File: config.mk
export PLATFORM = sky130hd
export DESIGN_NAME = pointer_tracker_with_cursor_sprite_top
export DESIGN_NICKNAME = d
export VERILOG_FILES = /design/src/design/ptc_pkg.sv /design/src/design/ptc_ctrl.sv /design/src/design/ptc_dp.sv /design/src/design/pointer_tracker_with_cursor_sprite_top.sv
export SDC_FILE = /design/constraint.sdc
export NUM_CORES = 1
export LEC_CHECK = 0
export BUFFER_PORTS_ARGS = -buffer_cell sky130_fd_sc_hd__clkbuf_2
export CORE_ASPECT_RATIO = 1.1
export CORE_MARGIN = 2
export CORE_UTILIZATION = 45
export CTS_BUF_LIST = sky130_fd_sc_hd__clkbuf_8
export DETAILED_ROUTE_END_ITERATION = 10
export PLACE_DENSITY = 0.66
export SLEW_MARGIN = 25
export SYNTH_ARGS = -nofsm -noshare
export SYNTH_HDL_FRONTEND = slang
export SYNTH_SLANG_ARGS = --single-unit
File: constraint.sdc
create_clock -name clk -period 4.85 [get_ports clk]
set_clock_uncertainty 0.2 [all_clocks]
set_input_delay 0.97 -clock clk [delete_from_list [all_inputs] [get_ports clk]]
set_output_delay 0.97 -clock clk [all_outputs]
set_load 0.1 [all_outputs]
File: src/design/ptc_pkg.sv
// Shared types, codes and the arrow image for the pointer tracker.
package ptc_pkg;

  localparam int CURSOR_W = 16;
  localparam int CURSOR_H = 16;
  localparam int ROW_W    = $clog2(CURSOR_H);

  localparam logic [12:0] SCREEN_MAX = 13'd4096;
  localparam logic [12:0] WIDTH_RST  = 13'd1920;
  localparam logic [12:0] HEIGHT_RST = 13'd1080;
  localparam logic [11:0] CX_RST     = 12'd960;
  localparam logic [11:0] CY_RST     = 12'd540;

  localparam logic [1:0] ACT_REPORT = 2'd0;
  localparam logic [1:0] ACT_SETPOS = 2'd1;
  localparam logic [1:0] ACT_DRAW   = 2'd2;

  localparam logic [1:0] REG_WIDTH   = 2'd0;
  localparam logic [1:0] REG_HEIGHT  = 2'd1;
  localparam logic [1:0] REG_VISIBLE = 2'd2;

  localparam logic KIND_STATUS = 1'b0;
  localparam logic KIND_ROW    = 1'b1;

  // Arrow image as per-row masks: opaque covers black and white pixels.
  localparam logic [CURSOR_W-1:0] ARROW_OPAQUE [CURSOR_H] = '{
    16'h0003, 16'h0007, 16'h000F, 16'h001F, 16'h003F, 16'h007F, 16'h00FF, 16'h01FF,
    16'h03FF, 16'h07FF, 16'h07FF, 16'h007F, 16'h00F7, 16'h00F3, 16'h01E1, 16'h00E0
  };
  localparam logic [CURSOR_W-1:0] ARROW_WHITE [CURSOR_H] = '{
    16'h0000, 16'h0002, 16'h0006, 16'h000E, 16'h001E, 16'h003E, 16'h007E, 16'h00FE,
    16'h01FE, 16'h03FE, 16'h003E, 16'h0036, 16'h0062, 16'h0060, 16'h00C0, 16'h0000
  };

  typedef struct packed {
    logic capture;
    logic execute;
    logic load_status;
    logic load_row;
  } cmd_t;

  typedef struct packed {
    logic draw_go;
    logic row_last;
    logic out_free;
  } sts_t;

endpackage

File: src/design/ptc_ctrl.sv
// Controller state machine that sequences transactions through the datapath.
module ptc_ctrl (
  input  logic          clk,
  input  logic          rst_n,
  input  logic          in_valid,
  output logic          in_ready,
  input  ptc_pkg::sts_t sts,
  output ptc_pkg::cmd_t cmd
);

  typedef enum logic [3:0] {
    S_IDLE   = 4'b0001,
    S_EXEC   = 4'b0010,
    S_STATUS = 4'b0100,
    S_DRAW   = 4'b1000
  } state_t;

  state_t state_r, state_nxt;

  always_comb begin
    state_nxt       = state_r;
    in_ready        = 1'b0;
    cmd.capture     = 1'b0;
    cmd.execute     = 1'b0;
    cmd.load_status = 1'b0;
    cmd.load_row    = 1'b0;
    case (state_r)
      S_IDLE: begin
        in_ready    = 1'b1;
        cmd.capture = in_valid;
        if (in_valid) begin
          state_nxt = S_EXEC;
        end
      end
      S_EXEC: begin
        cmd.execute = 1'b1;
        state_nxt   = sts.draw_go ? S_DRAW : S_STATUS;
      end
      S_STATUS: begin
        if (sts.out_free) begin
          cmd.load_status = 1'b1;
          state_nxt       = S_IDLE;
        end
      end
      S_DRAW: begin
        if (sts.out_free) begin
          cmd.load_row = 1'b1;
          if (sts.row_last) begin
            state_nxt = S_IDLE;
          end
        end
      end
      default: state_nxt = S_IDLE;
    endcase
  end

  always_ff @(posedge clk) begin
    if (!rst_n) begin
      state_r <= S_IDLE;
    end else begin
      state_r <= state_nxt;
    end
  end

  // Execution always lasts exactly one cycle.
  a_exec_one: assert property (@(posedge clk) disable iff (!rst_n)
    state_r == S_EXEC |=> state_r == S_DRAW || state_r == S_STATUS)
    else $error("exec state lasted more than one cycle");

  // A new transaction is only accepted after the last result has been loaded.
  a_draw_exit: assert property (@(posedge clk) disable iff (!rst_n)
    (state_r == S_DRAW && !(cmd.load_row && sts.row_last)) |=> state_r == S_DRAW)
    else $error("draw sequence left before its last row");

  a_no_double_load: assert property (@(posedge clk) disable iff (!rst_n)
    !(cmd.load_row && cmd.load_status) && !(cmd.capture && cmd.execute))
    else $error("conflicting datapath commands");

endmodule

File: src/design/ptc_dp.sv
// Datapath: configuration, pointer state, row sequencing and the output register.
module ptc_dp (
  input  logic                clk,
  input  logic                rst_n,
  input  logic                cfg_we,
  input  logic [1:0]          cfg_index,
  input  logic [12:0]         cfg_wdata,
  input  logic [1:0]          in_action,
  input  logic signed [7:0]   in_move_x,
  input  logic signed [7:0]   in_move_y,
  input  logic [7:0]          in_button_bits,
  input  logic signed [7:0]   in_wheel_step,
  input  logic [11:0]         in_new_x,
  input  logic [11:0]         in_new_y,
  input  ptc_pkg::cmd_t       cmd,
  output ptc_pkg::sts_t       sts,
  output logic                out_valid,
  input  logic                out_ready,
  output logic                out_kind,
  output logic [11:0]         out_pos_x,
  output logic [11:0]         out_pos_y,
  output logic [7:0]          out_held_buttons,
  output logic signed [7:0]   out_last_wheel,
  output logic signed [7:0]   out_last_move_x,
  output logic signed [7:0]   out_last_move_y,
  output logic [3:0]          out_row_index,
  output logic [15:0]         out_opaque_mask,
  output logic [15:0]         out_white_mask,
  output logic                out_last
);

  localparam int RW = ptc_pkg::ROW_W;
  localparam int CW = ptc_pkg::CURSOR_W;

  // Configuration.
  logic [12:0] width_r, height_r;
  logic        visible_r;

  // Captured transaction.
  logic [1:0]  act_r;
  logic [7:0]  mx_r, my_r, btn_in_r, whl_in_r;
  logic [11:0] nx_r, ny_r;

  // Pointer state.
  logic [11:0] cx_r, cy_r, cx_nxt, cy_nxt;
  logic [7:0]  btn_r, whl_r, dx_r, dy_r;

  // Draw sequencing.
  logic [CW-1:0] clip_r, clip_nxt;
  logic [RW-1:0] row_r, last_row_r, last_row_nxt;

  // Output register.
  logic          ovalid_r;
  logic          okind_r, olast_r;
  logic [11:0]   ox_r, oy_r;
  logic [7:0]    obtn_r, owhl_r, odx_r, ody_r;
  logic [RW-1:0] orow_r;
  logic [CW-1:0] oopq_r, owht_r;

  logic [12:0] w_eff, h_eff;
  logic [13:0] sum_x, sum_y;
  logic [12:0] rows_left;
  logic [12:0] col_x;
  logic        load;

  always_comb begin
    w_eff = (width_r == 13'd0) ? 13'd1 :
            (width_r > ptc_pkg::SCREEN_MAX) ? ptc_pkg::SCREEN_MAX : width_r;
    h_eff = (height_r == 13'd0) ? 13'd1 :
            (height_r > ptc_pkg::SCREEN_MAX) ? ptc_pkg::SCREEN_MAX : height_r;
  end

  // Next position: clamped movement or a checked position set; sums are 14-bit two's complement.
  always_comb begin
    sum_x = {2'b00, cx_r} + {{6{mx_r[7]}}, mx_r};
    sum_y = {2'b00, cy_r} + {{6{my_r[7]}}, my_r};
    cx_nxt = cx_r;
    cy_nxt = cy_r;
    case (act_r)
      ptc_pkg::ACT_REPORT: begin
        if (sum_x[13]) begin
          cx_nxt = 12'd0;
        end else if (sum_x[12:0] >= w_eff) begin
          cx_nxt = 12'(w_eff - 13'd1);
        end else begin
          cx_nxt = sum_x[11:0];
        end
        if (sum_y[13]) begin
          cy_nxt = 12'd0;
        end else if (sum_y[12:0] >= h_eff) begin
          cy_nxt = 12'(h_eff - 13'd1);
        end else begin
          cy_nxt = sum_y[11:0];
        end
      end
      ptc_pkg::ACT_SETPOS: begin
        if ({1'b0, nx_r} < w_eff && {1'b0, ny_r} < h_eff) begin
          cx_nxt = nx_r;
          cy_nxt = ny_r;
        end
      end
      default: begin
        cx_nxt = cx_r;
        cy_nxt = cy_r;
      end
    endcase
  end

  // Draw setup: right-edge clip mask and the index of the final visible row.
  always_comb begin
    for (int c = 0; c < CW; c++) begin
      col_x       = {1'b0, cx_r} + 13'(c);
      clip_nxt[c] = col_x < w_eff;
    end
    col_x        = {1'b0, cx_r};
    rows_left    = h_eff - {1'b0, cy_r};
    last_row_nxt = (rows_left >= 13'(ptc_pkg::CURSOR_H)) ?
                   RW'(ptc_pkg::CURSOR_H - 1) : RW'(rows_left - 13'd1);
  end

  assign load         = cmd.load_status || cmd.load_row;
  assign sts.draw_go  = (act_r == ptc_pkg::ACT_DRAW) && visible_r && ({1'b0, cy_r} < h_eff);
  assign sts.row_last = (row_r == last_row_r);
  assign sts.out_free = !ovalid_r || out_ready;

  always_ff @(posedge clk) begin
    if (!rst_n) begin
      width_r   <= ptc_pkg::WIDTH_RST;
      height_r  <= ptc_pkg::HEIGHT_RST;
      visible_r <= 1'b1;
      cx_r      <= ptc_pkg::CX_RST;
      cy_r      <= ptc_pkg::CY_RST;
      btn_r     <= 8'd0;
      whl_r     <= 8'd0;
      dx_r      <= 8'd0;
      dy_r      <= 8'd0;
      ovalid_r  <= 1'b0;
    end else begin
      if (cfg_we) begin
        case (cfg_index)
          ptc_pkg::REG_WIDTH:   width_r   <= cfg_wdata;
          ptc_pkg::REG_HEIGHT:  height_r  <= cfg_wdata;
          ptc_pkg::REG_VISIBLE: visible_r <= cfg_wdata[0];
          default: ;
        endcase
      end
      if (cmd.execute) begin
        cx_r <= cx_nxt;
        cy_r <= cy_nxt;
        if (act_r == ptc_pkg::ACT_REPORT) begin
          btn_r <= btn_in_r;
          whl_r <= whl_in_r;
          dx_r  <= mx_r;
          dy_r  <= my_r;
        end
      end
      if (load) begin
        ovalid_r <= 1'b1;
      end else if (out_ready) begin
        ovalid_r <= 1'b0;
      end
    end
  end

  always_ff @(posedge clk) begin
    if (cmd.capture) begin
      act_r    <= in_action;
      mx_r     <= in_move_x;
      my_r     <= in_move_y;
      btn_in_r <= in_button_bits;
      whl_in_r <= in_wheel_step;
      nx_r     <= in_new_x;
      ny_r     <= in_new_y;
    end
    if (cmd.execute) begin
      clip_r     <= clip_nxt;
      last_row_r <= last_row_nxt;
      row_r      <= '0;
    end else if (cmd.load_row) begin
      row_r <= row_r + RW'(1);
    end
    if (load) begin
      ox_r   <= cx_r;
      oy_r   <= cy_r;
      obtn_r <= btn_r;
      owhl_r <= whl_r;
      odx_r  <= dx_r;
      ody_r  <= dy_r;
      if (cmd.load_row) begin
        okind_r <= ptc_pkg::KIND_ROW;
        orow_r  <= row_r;
        oopq_r  <= ptc_pkg::ARROW_OPAQUE[row_r] & clip_r;
        owht_r  <= ptc_pkg::ARROW_WHITE[row_r] & clip_r;
        olast_r <= sts.row_last;
      end else begin
        okind_r <= ptc_pkg::KIND_STATUS;
        orow_r  <= '0;
        oopq_r  <= '0;
        owht_r  <= '0;
        olast_r <= 1'b1;
      end
    end
  end

  assign out_valid        = ovalid_r;
  assign out_kind         = okind_r;
  assign out_pos_x        = ox_r;
  assign out_pos_y        = oy_r;
  assign out_held_buttons = obtn_r;
  assign out_last_wheel   = owhl_r;
  assign out_last_move_x  = odx_r;
  assign out_last_move_y  = ody_r;
  assign out_row_index    = orow_r;
  assign out_opaque_mask  = oopq_r;
  assign out_white_mask   = owht_r;
  assign out_last         = olast_r;

  a_load_free: assert property (@(posedge clk) disable iff (!rst_n)
    load |-> (!ovalid_r || out_ready))
    else $error("output register overwritten while holding a result");

  a_white_in_opaque: assert property (@(posedge clk) disable iff (!rst_n)
    ovalid_r |-> (owht_r & ~oopq_r) == '0)
    else $error("white pixel outside the opaque mask");

  a_status_blank: assert property (@(posedge clk) disable iff (!rst_n)
    (ovalid_r && okind_r == ptc_pkg::KIND_STATUS) |-> (oopq_r == '0 && olast_r))
    else $error("status result carries row data or lacks last");

endmodule

File: src/design/pointer_tracker_with_cursor_sprite_top.sv
// Pointer tracker with a 16x16 arrow cursor: a report or a position request goes
// through capture, execute and load to its single status result; a draw request goes
// through capture and execute and then loads up to 16 row results from the row sequencer,
// one per cycle while the output side does not stall, or one status result if the
// cursor is hidden or below the screen. A new transaction is accepted once the last
// result of the previous one sits in the output register, even if it has not yet been
// taken. Configuration writes take effect at once and are meant for idle periods only.
module pointer_tracker_with_cursor_sprite_top (
  input  logic              clk,
  input  logic              rst_n,
  input  logic              cfg_we,
  input  logic [1:0]        cfg_index,
  input  logic [12:0]       cfg_wdata,
  input  logic              in_valid,
  output logic              in_ready,
  input  logic [1:0]        in_action,
  input  logic signed [7:0] in_move_x,
  input  logic signed [7:0] in_move_y,
  input  logic [7:0]        in_button_bits,
  input  logic signed [7:0] in_wheel_step,
  input  logic [11:0]       in_new_x,
  input  logic [11:0]       in_new_y,
  output logic              out_valid,
  input  logic              out_ready,
  output logic              out_kind,
  output logic [11:0]       out_pos_x,
  output logic [11:0]       out_pos_y,
  output logic [7:0]        out_held_buttons,
  output logic signed [7:0] out_last_wheel,
  output logic signed [7:0] out_last_move_x,
  output logic signed [7:0] out_last_move_y,
  output logic [3:0]        out_row_index,
  output logic [15:0]       out_opaque_mask,
  output logic [15:0]       out_white_mask,
  output logic              out_last
);

  ptc_pkg::cmd_t cmd;
  ptc_pkg::sts_t sts;

  ptc_ctrl u_ctrl (
    .clk      (clk),
    .rst_n    (rst_n),
    .in_valid (in_valid),
    .in_ready (in_ready),
    .sts      (sts),
    .cmd      (cmd)
  );

  ptc_dp u_dp (
    .clk              (clk),
    .rst_n            (rst_n),
    .cfg_we           (cfg_we),
    .cfg_index        (cfg_index),
    .cfg_wdata        (cfg_wdata),
    .in_action        (in_action),
    .in_move_x        (in_move_x),
    .in_move_y        (in_move_y),
    .in_button_bits   (in_button_bits),
    .in_wheel_step    (in_wheel_step),
    .in_new_x         (in_new_x),
    .in_new_y         (in_new_y),
    .cmd              (cmd),
    .sts              (sts),
    .out_valid        (out_valid),
    .out_ready        (out_ready),
    .out_kind         (out_kind),
    .out_pos_x        (out_pos_x),
    .out_pos_y        (out_pos_y),
    .out_held_buttons (out_held_buttons),
    .out_last_wheel   (out_last_wheel),
    .out_last_move_x  (out_last_move_x),
    .out_last_move_y  (out_last_move_y),
    .out_row_index    (out_row_index),
    .out_opaque_mask  (out_opaque_mask),
    .out_white_mask   (out_white_mask),
    .out_last         (out_last)
  );

endmodule

==> results.py, run 1 <==
metrics = {
    "status": {
        "status": "complete, no violations",
    },
    "setup_path": {
        "crit_fanout": 6,
        "critPathLaunch": "u_dp.cx_r[1]",
        "startpoint_type": "flip-flop",
        "critPathCapture": "u_dp.cx_r[9]",
        "crit_type": "reg2reg",
        "slowest_stage": "or4_1",
        "crit_arrival_ns": 4.81,
        "crit_top_cell": "a21oi_1",
        "cp.depth": 15,
        "rr_startpoint": "u_dp.cx_r[1]",
        "cp.required_ns": 5.11,
        "ff2ff_setup_slack_ns": 0.30,
        "max_stage_delay_ns": 0.46,
        "path_cells": "ha_1 > a21oi_1 > o211ai_1 > or4_1 > a41o_1 > a21oi_1 > xnor2_1 > ha_1 > a21o_1 > a21oi_1 > or4b_1 > o31ai_2 > inv_1 > mux2_2 > a311o_1",
        "cp_num_buf_inv": 1,
        "rr_endpoint": "u_dp.cx_r[9]",
        "crit_family": "compound AO/OA/AOI/OAI gates",
        "worstRegToRegCells": 15,
        "cp-end-kind": "flip-flop",
    },
    "yosys": {
        "syn_area_um2": 16600,
        "syn-instance-count": 1736,
        "syn_avg_cell_area_um2": 9.56,
        "synth_edf_count": 155,
        "synth_warnings": 0,
        "synth.top_cell.area_share": 0.280,
        "postSynth.asyncResetShare": 0,
        "ys_ff_latch": 247,
        "synth-main-ff-cell": "edfxtp_1",
        "synth-seq-area-share": 0.391,
        "yosysTopAreaCell": "edfxtp_1",
        "synth.area.top_cells": "edfxtp_1, ha_1, dfxtp_1, xnor2_1, nand2_1",
        "ys_types": 82,
    },
    "floorplan": {
        "dieWidth_um": 187,
        "core_um2": 36300,
        "initial_utilization": 0.458,
        "die_area_um2": 38400,
        "ios": 174,
        "dieHeight_um": 205,
        "rows": 73,
    },
    "place": {
        "io_buffers": 161,
        "hpwl_um": 34500,
        "place_congestion": 0.969,
        "place_ws_ns": 0.311,
    },
    "power": {
        "intPower_uw": 3740,
        "seqPwrFrac": 0.447,
        "finalPower_uw": 5260,
        "clkPwrFrac": 0.374,
        "p_sw_uw": 1520,
        "power_frac_comb": 0.179,
        "leakage_uw": 0.00777,
        "p_sw_frac": 0.289,
        "powerDensity_nw_per_um2": 277,
        "ir_drop_mv": 0.207,
    },
    "grt": {
        "grt_pass1_wl_um": 72300,
        "antenna_found_initial": 2,
        "grt-ovfl-total": 0,
        "grt_max_degree": 40,
        "grt_pass1_vias": 13300,
        "grt_usage": 0.241,
    },
    "detailed_routing": {
        "met1Wirelength_um": 19200,
        "maxUsedRoutingLayer": "met4",
        "drt-initial-drc-count": 1100,
        "drc": 0,
        "avgViaCountPerCell": 5.61,
        "wl_per_cell_um": 19.3,
        "dr_wl_met2_um": 22700,
        "dr_total_vias": 13700,
        "ant_nets": 0,
        "wl_met3_um": 2540,
        "dr.pass1.iters": 6,
        "routed_wl_um": 47100,
    },
    "cts": {
        "ctsHtreeMaxLevel": 2,
        "post_cts_buffers": 0,
        "cts_hold_buffers": 0,
        "root_buffer": "clkbuf_8",
        "cts_tree": "yes",
        "clk_latency_ns": 0.58,
        "clkTransAtPathRegs_ns": 0.07,
        "cts_buffers": 43,
        "cts_sinks": 247,
        "cts.path.max_buffers": 3,
    },
    "sta": {
        "rsz0062_at_grt": "no",
        "tightest_slew_ns": 0.993,
        "timing.final.ws_setup_ns": 0.296,
        "min_period_ns": 4.55,
        "max_freq_mhz": 220,
        "finalSetupViolations": 0,
        "final_hold_viol_count": 0,
        "report.final.slew_viol_count": 0,
        "tns_ns": 0,
        "fin_crit_sh": 0.939,
        "relSlewSlack": 0.338,
    },
    "cells_and_area": {
        "layout_commonest_cell": "ha_1",
        "area_growth_pct": 14.4,
        "final_cell_mix": "ha_1, nand2_1, clkbuf_2",
        "final_layout_size_suffix_gt1_frac": 0.158,
        "fin_nets": 2229,
    },
    "min_path": {
        "hold_path_class": "reg2reg",
    },
    "flow_run": {
        "drv_cap": 0,
    },
}
-- metal layers --
metal,global-route usage,up-vias
met1,0.286,6401
met5,0,-
li1,-,6640
met4,0.138,0
met2,0.419,505
met3,0.0355,147
-- power by group through the flow --
stage	clock network, uW	logic (uW)	registers, uW
after floorplan	0	684	2380
after global placement	0	910	2390
after detailed placement	0	928	2390
after CTS	2030	934	2350
after global routing	2120	1040	2350
final	1970	942	2350
-- repair_timing --
item                       4_1_cts  5_1_grt
hold endpoints to repair         0        0
setup endpoints to repair        0        4
gates resized for setup          0        1
-- synth_stat cells, types with 19 or more instances --
library cell,count
a211oi_1,19
a21o_1,51
a21oi_1,149
a31oi_1,19
and3_1,23
clkbuf_1,50
dfxtp_1,92
edfxtp_1,155
ha_1,229
inv_1,67
nand2_1,220
nand2b_1,20
nand3_1,40
nand4_1,23
nor2_1,110
nor2b_1,20
nor3_1,32
o21ai_0,67
xnor2_1,96
xor2_1,40
-- registers in the layout, indices dropped and copies added (netlist names), 8 cells and up --
name	cells
u_dp.mx_r	8
u_dp.whl_r	8
u_dp.out_last_move_x	8
u_dp.out_last_move_y	8
u_dp.height_r	13
u_dp.btn_r	8
u_dp.width_r	13
u_dp.out_pos_x	12
u_dp.out_last_wheel	8
u_dp.cx_r	12
u_dp.out_opaque_mask	11
u_dp.btn_in_r	8
u_dp.nx_r	12
u_dp.clip_r	11
u_dp.dx_r	8
u_dp.dy_r	8
u_dp.out_white_mask	9
u_dp.whl_in_r	8
u_dp.cy_r	12
u_dp.out_held_buttons	8
u_dp.ny_r	12
u_dp.out_pos_y	12
u_dp.my_r	8
-- worst register-to-register path, cell delays in order (launching register included) --
cell and delay, ns:
dfxtp_1 0.44, ha_1 0.27, a21oi_1 0.22, o211ai_1 0.18, or4_1 0.46, a41o_1 0.25
a21oi_1 0.18, xnor2_1 0.19, ha_1 0.30, a21o_1 0.16, a21oi_1 0.12, or4b_1 0.46
o31ai_2 0.23, inv_1 0.15, mux2_2 0.29, a311o_1 0.34
-- worst min path at each step --
stage / startpoint / endpoint / slack, ns / depth (start not counted)
after floorplan: u_dp.btn_r[0] / u_dp.out_held_buttons[0] / 0.21 / 0
after global placement: u_dp.btn_r[2] / u_dp.out_held_buttons[2] / 0.21 / 0
after detailed placement: u_dp.btn_r[3] / u_dp.out_held_buttons[3] / 0.21 / 0
after CTS: u_dp.btn_r[2] / u_dp.out_held_buttons[2] / 0.21 / 0
after global routing: u_dp.whl_r[4] / u_dp.out_last_wheel[4] / 0.24 / 0
final: u_dp.btn_r[2] / u_dp.out_held_buttons[2] / 0.21 / 0
-- logic make-up (layout without fill, tap and decap cells) --
kind of cell / count (synthesis) / count (layout) / synth area share
flip-flops: 247 / 247 / 0.391
multiplexers: 16 / 16 / 0.0101
AND/OR/NAND/NOR: 546 / 546 / 0.156
other: 1 / 14 / 0.000226
AO/OA/AOI/OAI: 408 / 408 / 0.156
XOR/XNOR: 136 / 136 / 0.0718
adder cells (fa/ha/maj): 232 / 232 / 0.176
buffers and inverters: 150 / 356 / 0.0373
-- layout make-up --
class,instances,area (um^2)
Multi-Input combinational cell,1350,9540
Timing Repair Buffer,203,1150
Clock buffer,52,716
Clock inverter,27,180
Antenna cell,2,5.00
Tap cell,487,609
Sequential cell,247,6500
Inverter,74,279
Fill cell,3383,17300
-- per-stage QoR --
stage	instances	hold WS, ns	instance area [um^2]	util
finish	2442	0.212	19000	0.523
global route	2442	0.237	19000	0.523
CTS	2439	0.214	18900	0.523
global placement	2360	0.212	18000	0.498
detailed placement	2360	0.213	18100	0.498
floorplan	1747	0.208	16600	-
Note: power is estimated with default switching activity, not from simulation.
==> inputs of run 2 (changes only) <==
--- a/config.mk
+++ b/config.mk
@@ -8,10 +8,10 @@
 export BUFFER_PORTS_ARGS = -buffer_cell sky130_fd_sc_hd__clkbuf_2
 export CORE_ASPECT_RATIO = 1.1
 export CORE_MARGIN = 2
-export CORE_UTILIZATION = 45
+export CORE_UTILIZATION = 30
 export CTS_BUF_LIST = sky130_fd_sc_hd__clkbuf_8
 export DETAILED_ROUTE_END_ITERATION = 10
-export PLACE_DENSITY = 0.66
+export PLACE_DENSITY_LB_ADDON = 0.1
 export SLEW_MARGIN = 25
 export SYNTH_ARGS = -nofsm -noshare
 export SYNTH_HDL_FRONTEND = slang
==> constraint.sdc (replaced) <==
create_clock -name clk -period 4.34 [get_ports clk]
set_clock_uncertainty 0.2 [all_clocks]
set_input_delay 0.868 -clock clk [delete_from_list [all_inputs] [get_ports clk]]
set_output_delay 0.868 -clock clk [all_outputs]
set_load 0.1 [all_outputs]
==> run 2 against run 1 <==
  * The flow now finishes with violations (setup timing)
  * Clock power increased by 20%
  * Combinational power is 32% higher
  * First-iteration DRC count shrank 26%
  * Register-to-register slack got worse by 0.37 ns
  * Count of clock-buffer cells in the layout up 5
  * Fmax rose by 3.2%
  * Utilization fell by 16 points
  * Largest power group unchanged
  * Highest routed layer unchanged
==> results.py, run 2 (synthesis results as in run 1) <==
metrics = {
    "status": {
        "status": "finished with violations",
        "violations": "setup timing",
    },
    "power": {
        "p_sw_uw": 1850,
        "leakage_uw": 0.00818,
        "seqPwrFrac": 0.421,
        "power_frac_comb": 0.198,
        "p_sw_frac": 0.297,
        "powerDensity_nw_per_um2": 310,
        "clkPwrFrac": 0.381,
        "intPower_uw": 4380,
        "ir_drop_mv": 0.190,
    },
    "grt": {
        "grt_usage": 0.190,
        "antenna_found_initial": 3,
        "grt_pass1_vias": 13800,
        "grt_pass1_wl_um": 83400,
        "grt-ovfl-total": 0,
        "grt_max_degree": 52,
    },
    "sta": {
        "report.final.slew_viol_count": 0,
        "timing.final.ws_setup_ns": -0.0749,
        "final_hold_viol_count": 0,
        "tightest_slew_ns": 0.953,
        "relSlewSlack": 0.361,
        "whs_ns": 0.221,
        "max_freq_mhz": 227,
        "fin_crit_sh": 1.02,
        "min_period_ns": 4.41,
        "rsz0062_at_grt": "yes",
        "finalSetupViolations": 7,
    },
    "place": {
        "place_congestion": 0.852,
        "io_buffers": 161,
        "placed_area_um2": 18800,
        "dp_cells": 2661,
        "hpwl_um": 40900,
    },
    "floorplan": {
        "ios": 174,
        "dieWidth_um": 228,
        "initial_utilization": 0.303,
        "dieHeight_um": 251,
        "core_um2": 54700,
        "rows": 90,
        "die_area_um2": 57200,
    },
    "min_path": {
        "holdPathStages": 1,
        "hp-start": "in_move_y[7]",
        "hold_path_class": "in2reg",
    },
    "setup_path": {
        "crit_type": "reg2reg",
        "cp.required_ns": 4.63,
        "critPathLaunch": "u_dp.mx_r[1]",
        "crit_fanout": 4,
        "worstRegToRegCells": 15,
        "crit_arrival_ns": 4.70,
        "startpoint_type": "flip-flop",
        "rr_startpoint": "u_dp.mx_r[1]",
        "cp-end-kind": "flip-flop",
    },
    "detailed_routing": {
        "avgViaCountPerCell": 4.98,
        "wl_per_cell_um": 19.9,
        "dr.pass1.iters": 7,
        "drc": 0,
        "routed_wl_um": 55100,
        "ant_nets": 0,
        "drt-initial-drc-count": 811,
        "dr_total_vias": 13800,
    },
    "flow_run": {
        "drv_cap": 0,
    },
    "cells_and_area": {
        "final_layout_size_suffix_gt1_frac": 0.204,
        "reg_top3": "u_dp.height_r: 13 flops, u_dp.width_r: 13 flops",
        "final_area_um2": 20100,
        "final_cell_mix": "ha_1, nand2_1, clkbuf_2",
        "layout_commonest_cell": "ha_1",
        "layoutNonFillerInstCount": 2766,
        "nFillCells": 5692,
        "area_growth_pct": 21.3,
        "fin_nets": 2298,
    },
    "cts": {
        "cts_sinks": 247,
        "cts_buffers": 47,
        "clk_latency_ns": 0.62,
        "clkTransAtPathRegs_ns": 0.07,
        "root_buffer": "clkbuf_8",
        "cts_tree": "yes",
        "cts_hold_buffers": 0,
        "cts.path.max_buffers": 3,
        "ctsHtreeMaxLevel": 2,
    },
}
[run 2: cell types whose count changed in the layout (fill, tap and decap cells not counted), sizes merged]
cell	delta
buf	+65
clkbuf	+5
diode	+1
inv	+4
[run 2: per-stage QoR]
step	TNS, ns	setup WS [ns]	power (uW)	util
6_report	-0.213	-0.0749	6230	0.368
5_1_grt	-1.75	-0.186	6570	0.368
4_1_cts	-0.0965	-0.0498	6260	0.362
3_5_place_dp	-0.701	-0.110	3820	0.343
3_3_place_gp	-0.442	-0.131	3800	0.343
2_1_floorplan	0	0.0171	3420	-
[run 2: final cells by class]
class	count	area (um^2)	share of cell area
flip-flops and latches	247	6500	0.323
repair buffers	268	1650	0.0820
clock buffers	57	785	0.0390
inverters	74	279	0.0139
well taps	736	921	0.0458
diodes	3	7.51	0.000373
clock inverters	31	193	0.00958
multi-input cells	1350	9790	0.487
[run 2: path summary, 6_finish.rpt]
path | slack [ns] | endpoint
max | -0.07 | u_dp.cx_r[9]
min reg2reg | 0.23 | u_dp.out_last_move_y[5]
min | 0.22 | u_dp.my_r[7]
max reg2reg | -0.07 | u_dp.cx_r[9]
[run 2: timing repair]
item	CTS	global route
cloned	0	1
pin swaps	20	21
setup buffers	3	10
setup endpoints to repair	20	24
resized for setup	10	48
[run 2: worst max-delay path, cell delays in order (launching register included)]
cell      delay, ns
edfxtp_1       0.43
ha_4           0.25
a21oi_4        0.15
o211ai_1       0.16
or4_4          0.51
a41o_1         0.24
a21oi_2        0.18
xnor2_2        0.14
ha_1           0.26
a21o_1         0.20
a21oi_2        0.11
or4b_4         0.48
o31ai_4        0.36
inv_2          0.07
mux2_2         0.27
a311o_1        0.30
[run 2: power groups by stage]
stage	sequential, uW	combinational, uW	clock [uW]
floorplan	2660	769	0
global route	2630	1370	2570
finish	2630	1240	2370
CTS	2630	1170	2460
detailed placement	2670	1140	0
global placement	2670	1130	0
[run 2: layer usage]
layer,track usage,up-vias,routed length (um)
li1,-,6783,-
met1,0.221,6591,22600
met2,0.351,297,28700
met3,0.0265,94,1900
met4,0.0725,0,1890
met5,0,-,0
==> inputs of run 3 (changes only) <==
--- a/config.mk
+++ b/config.mk
@@ -8,7 +8,7 @@
 export BUFFER_PORTS_ARGS = -buffer_cell sky130_fd_sc_hd__clkbuf_2
 export CORE_ASPECT_RATIO = 1.1
 export CORE_MARGIN = 2
-export CORE_UTILIZATION = 30
+export CORE_UTILIZATION = 33
 export CTS_BUF_LIST = sky130_fd_sc_hd__clkbuf_8
 export DETAILED_ROUTE_END_ITERATION = 10
 export PLACE_DENSITY_LB_ADDON = 0.1
==> run 3 against run 2 <==
  * The flow now finishes without violations
  * Cell count fell by 3.9%
  * Via count fell by 1.0%
  * Setup slack improved by 0.16 ns
  * Utilization rose by 2.6 points
  * Cell area fell by 2.2%
  * First-iteration DRC count rose by 2.1%
  * Register-to-register slack improved by 0.16 ns
  * Routed wire length fell by 2.9%
  * Sequential cell count did not move
  * Die area fell by 8.9%
  * Worst hold slack got worse by 0.0047 ns
  * Fmax rose by 3.7%
  * Critical path type unchanged
  * Critical endpoint unchanged
  * Largest cell class unchanged
  * Largest power group unchanged
==> results.py, run 3 (synthesis results as in run 1) <==
metrics = {
    "min_path": {
        "hp-start": "u_dp.btn_r[6]",
        "hold_path_class": "reg2reg",
        "holdPathStages": 0,
        "holdPathEnd": "u_dp.out_held_buttons[6]",
    },
    "sta": {
        "fin_crit_sh": 0.981,
        "relSlewSlack": 0.367,
        "rsz0062_at_grt": "yes",
        "final_hold_viol_count": 0,
        "report.final.slew_viol_count": 0,
        "tns_ns": 0,
        "tightest_slew_ns": 0.945,
        "max_freq_mhz": 235,
        "min_period_ns": 4.26,
        "finalSetupViolations": 0,
    },
    "grt": {
        "grt_pass1_vias": 13500,
        "antenna_found_initial": 0,
        "grt_pass1_wl_um": 80000,
        "grt-ovfl-total": 0,
        "grt_max_degree": 83,
        "grt_usage": 0.203,
    },
    "detailed_routing": {
        "ant_nets": 0,
        "routed_wl_um": 53500,
        "dr.pass1.iters": 5,
        "drt-initial-drc-count": 828,
        "drc": 0,
        "wl_per_cell_um": 20.1,
        "dr_total_vias": 13600,
        "avgViaCountPerCell": 5.12,
    },
    "setup_path": {
        "rr_startpoint": "u_dp.mx_r[1]",
        "crit_fanout": 2,
        "worstRegToRegCells": 15,
        "startpoint_type": "flip-flop",
        "cp.required_ns": 4.64,
        "ff2ff_setup_slack_ns": 0.08,
        "crit_arrival_ns": 4.56,
        "rr_endpoint": "u_dp.cx_r[9]",
        "crit_type": "reg2reg",
        "cp-end-kind": "flip-flop",
    },
    "cts": {
        "clkTransAtPathRegs_ns": 0.06,
        "cts_hold_buffers": 0,
        "cts_tree": "yes",
        "clk_latency_ns": 0.63,
        "root_buffer": "clkbuf_8",
        "ctsHtreeMaxLevel": 2,
        "cts.path.max_buffers": 3,
        "cts_buffers": 46,
        "cts_sinks": 247,
    },
    "cells_and_area": {
        "diodes": 0,
        "nFillCells": 5100,
        "final_cell_mix": "ha_1, nand2_1, clkbuf_2",
        "layout_commonest_cell": "ha_1",
        "area_growth_pct": 18.5,
        "reg_top3": "u_dp.height_r: 13 flops, u_dp.width_r: 13 flops",
        "ff_latch_area_um2": 6500,
        "final_layout_size_suffix_gt1_frac": 0.185,
        "fin_nets": 2272,
        "multiInputGateArea_um2": 9670,
        "layoutNonFillerInstCount": 2659,
    },
    "power": {
        "ir_drop_mv": 0.197,
        "leakage_uw": 0.00801,
        "powerDensity_nw_per_um2": 311,
    },
    "floorplan": {
        "die_area_um2": 52100,
        "initial_utilization": 0.332,
        "dieHeight_um": 239,
        "rows": 86,
        "dieWidth_um": 218,
        "ios": 174,
        "core_um2": 49900,
    },
    "place": {
        "place_congestion": 0.898,
        "dp_cells": 2569,
        "io_buffers": 161,
        "hpwl_um": 39600,
    },
    "flow_run": {
        "drv_cap": 0,
    },
    "status": {
        "status": "complete, no violations",
    },
}
==> run 3: cell types whose count changed in the layout (fill, tap and decap cells not counted), moves of 2 or more <==
cell	delta
inv_1	-3
diode_2	-3
nand2_1	+3
nand2_2	-3
ha_4	-2
buf_6	-2
o21ai_1	+2
clkinv_1	+3
buf_4	-22
clkbuf_8	-5
==> run 3: cell type report <==
cell class / instances / area share
Inverter: 74 / 0.0142
Clock buffer: 52 / 0.0364
Sequential cell: 247 / 0.330
Clock inverter: 33 / 0.0116
Multi-Input combinational cell: 1350 / 0.491
Timing Repair Buffer: 243 / 0.0741
Tap cell: 660 / 0.0420
==> run 3: per-layer routing <==
metal  track usage  routed length (um)
met1         0.240               22300
met2         0.366               27000
met3        0.0287                1870
met4        0.0903                2320
met5             0                   0
==> run 3: per-stage QoR <==
step / hold WS [ns] / power, uW / area, um^2 / utilization / setup WS, ns
6_report: 0.217 / 6120 / 19700 / 0.394 / 0.0816
5_1_grt: 0.183 / 6430 / 19700 / 0.394 / -0.0593
4_1_cts: 0.165 / 6190 / 19600 / 0.392 / -0.0257
3_5_place_dp: 0.213 / 3800 / 18600 / 0.372 / -0.126
3_3_place_gp: 0.211 / 3790 / 18600 / 0.372 / -0.0924
2_1_floorplan: 0.208 / 3420 / 16700 / - / 0.0171
==> run 3: worst max path at each step <==
stage | slack, ns | cells after the start | startpoint | to
after global routing | -0.06 | 18 | u_dp.mx_r[1] | u_dp.cx_r[1]
after global placement | -0.09 | 16 | u_dp.mx_r[1] | u_dp.cx_r[6]
after floorplan | 0.02 | 15 | u_dp.mx_r[1] | u_dp.cx_r[9]
final | 0.08 | 15 | u_dp.mx_r[1] | u_dp.cx_r[9]
after CTS | -0.03 | 16 | u_dp.mx_r[1] | u_dp.cx_r[6]
after detailed placement | -0.13 | 16 | u_dp.mx_r[1] | u_dp.cx_r[6]
==> run 3: power by group <==
part / switching [uW] / total (uW) / internal, uW
Sequential: 66.2 / 2630 / 2560
Combinational: 692 / 1170 / 476
Clock: 1040 / 2320 / 1280
Total: 1800 / 6120 / 4320
==> run 3: repair_timing <==
action | in CTS | in global routing
resized for setup | 7 | 27
endpoints found under the setup margin | 10 | 24
buffers inserted | 3 | 2
endpoints found under the hold margin | 0 | 0
pin swaps | 21 | 21
==> run 3: worst max-delay path, cell delays in order, from the launching register on <==
cell      delay, ns
edfxtp_1       0.43
ha_4           0.25
a21oi_4        0.15
o211ai_1       0.14
or4_1          0.45
a41o_1         0.27
a21oi_2        0.18
xnor2_2        0.14
ha_1           0.27
a21o_1         0.18
a21oi_2        0.11
or4b_4         0.47
o31ai_4        0.27
inv_2          0.06
mux2_2         0.27
a311o_1        0.30
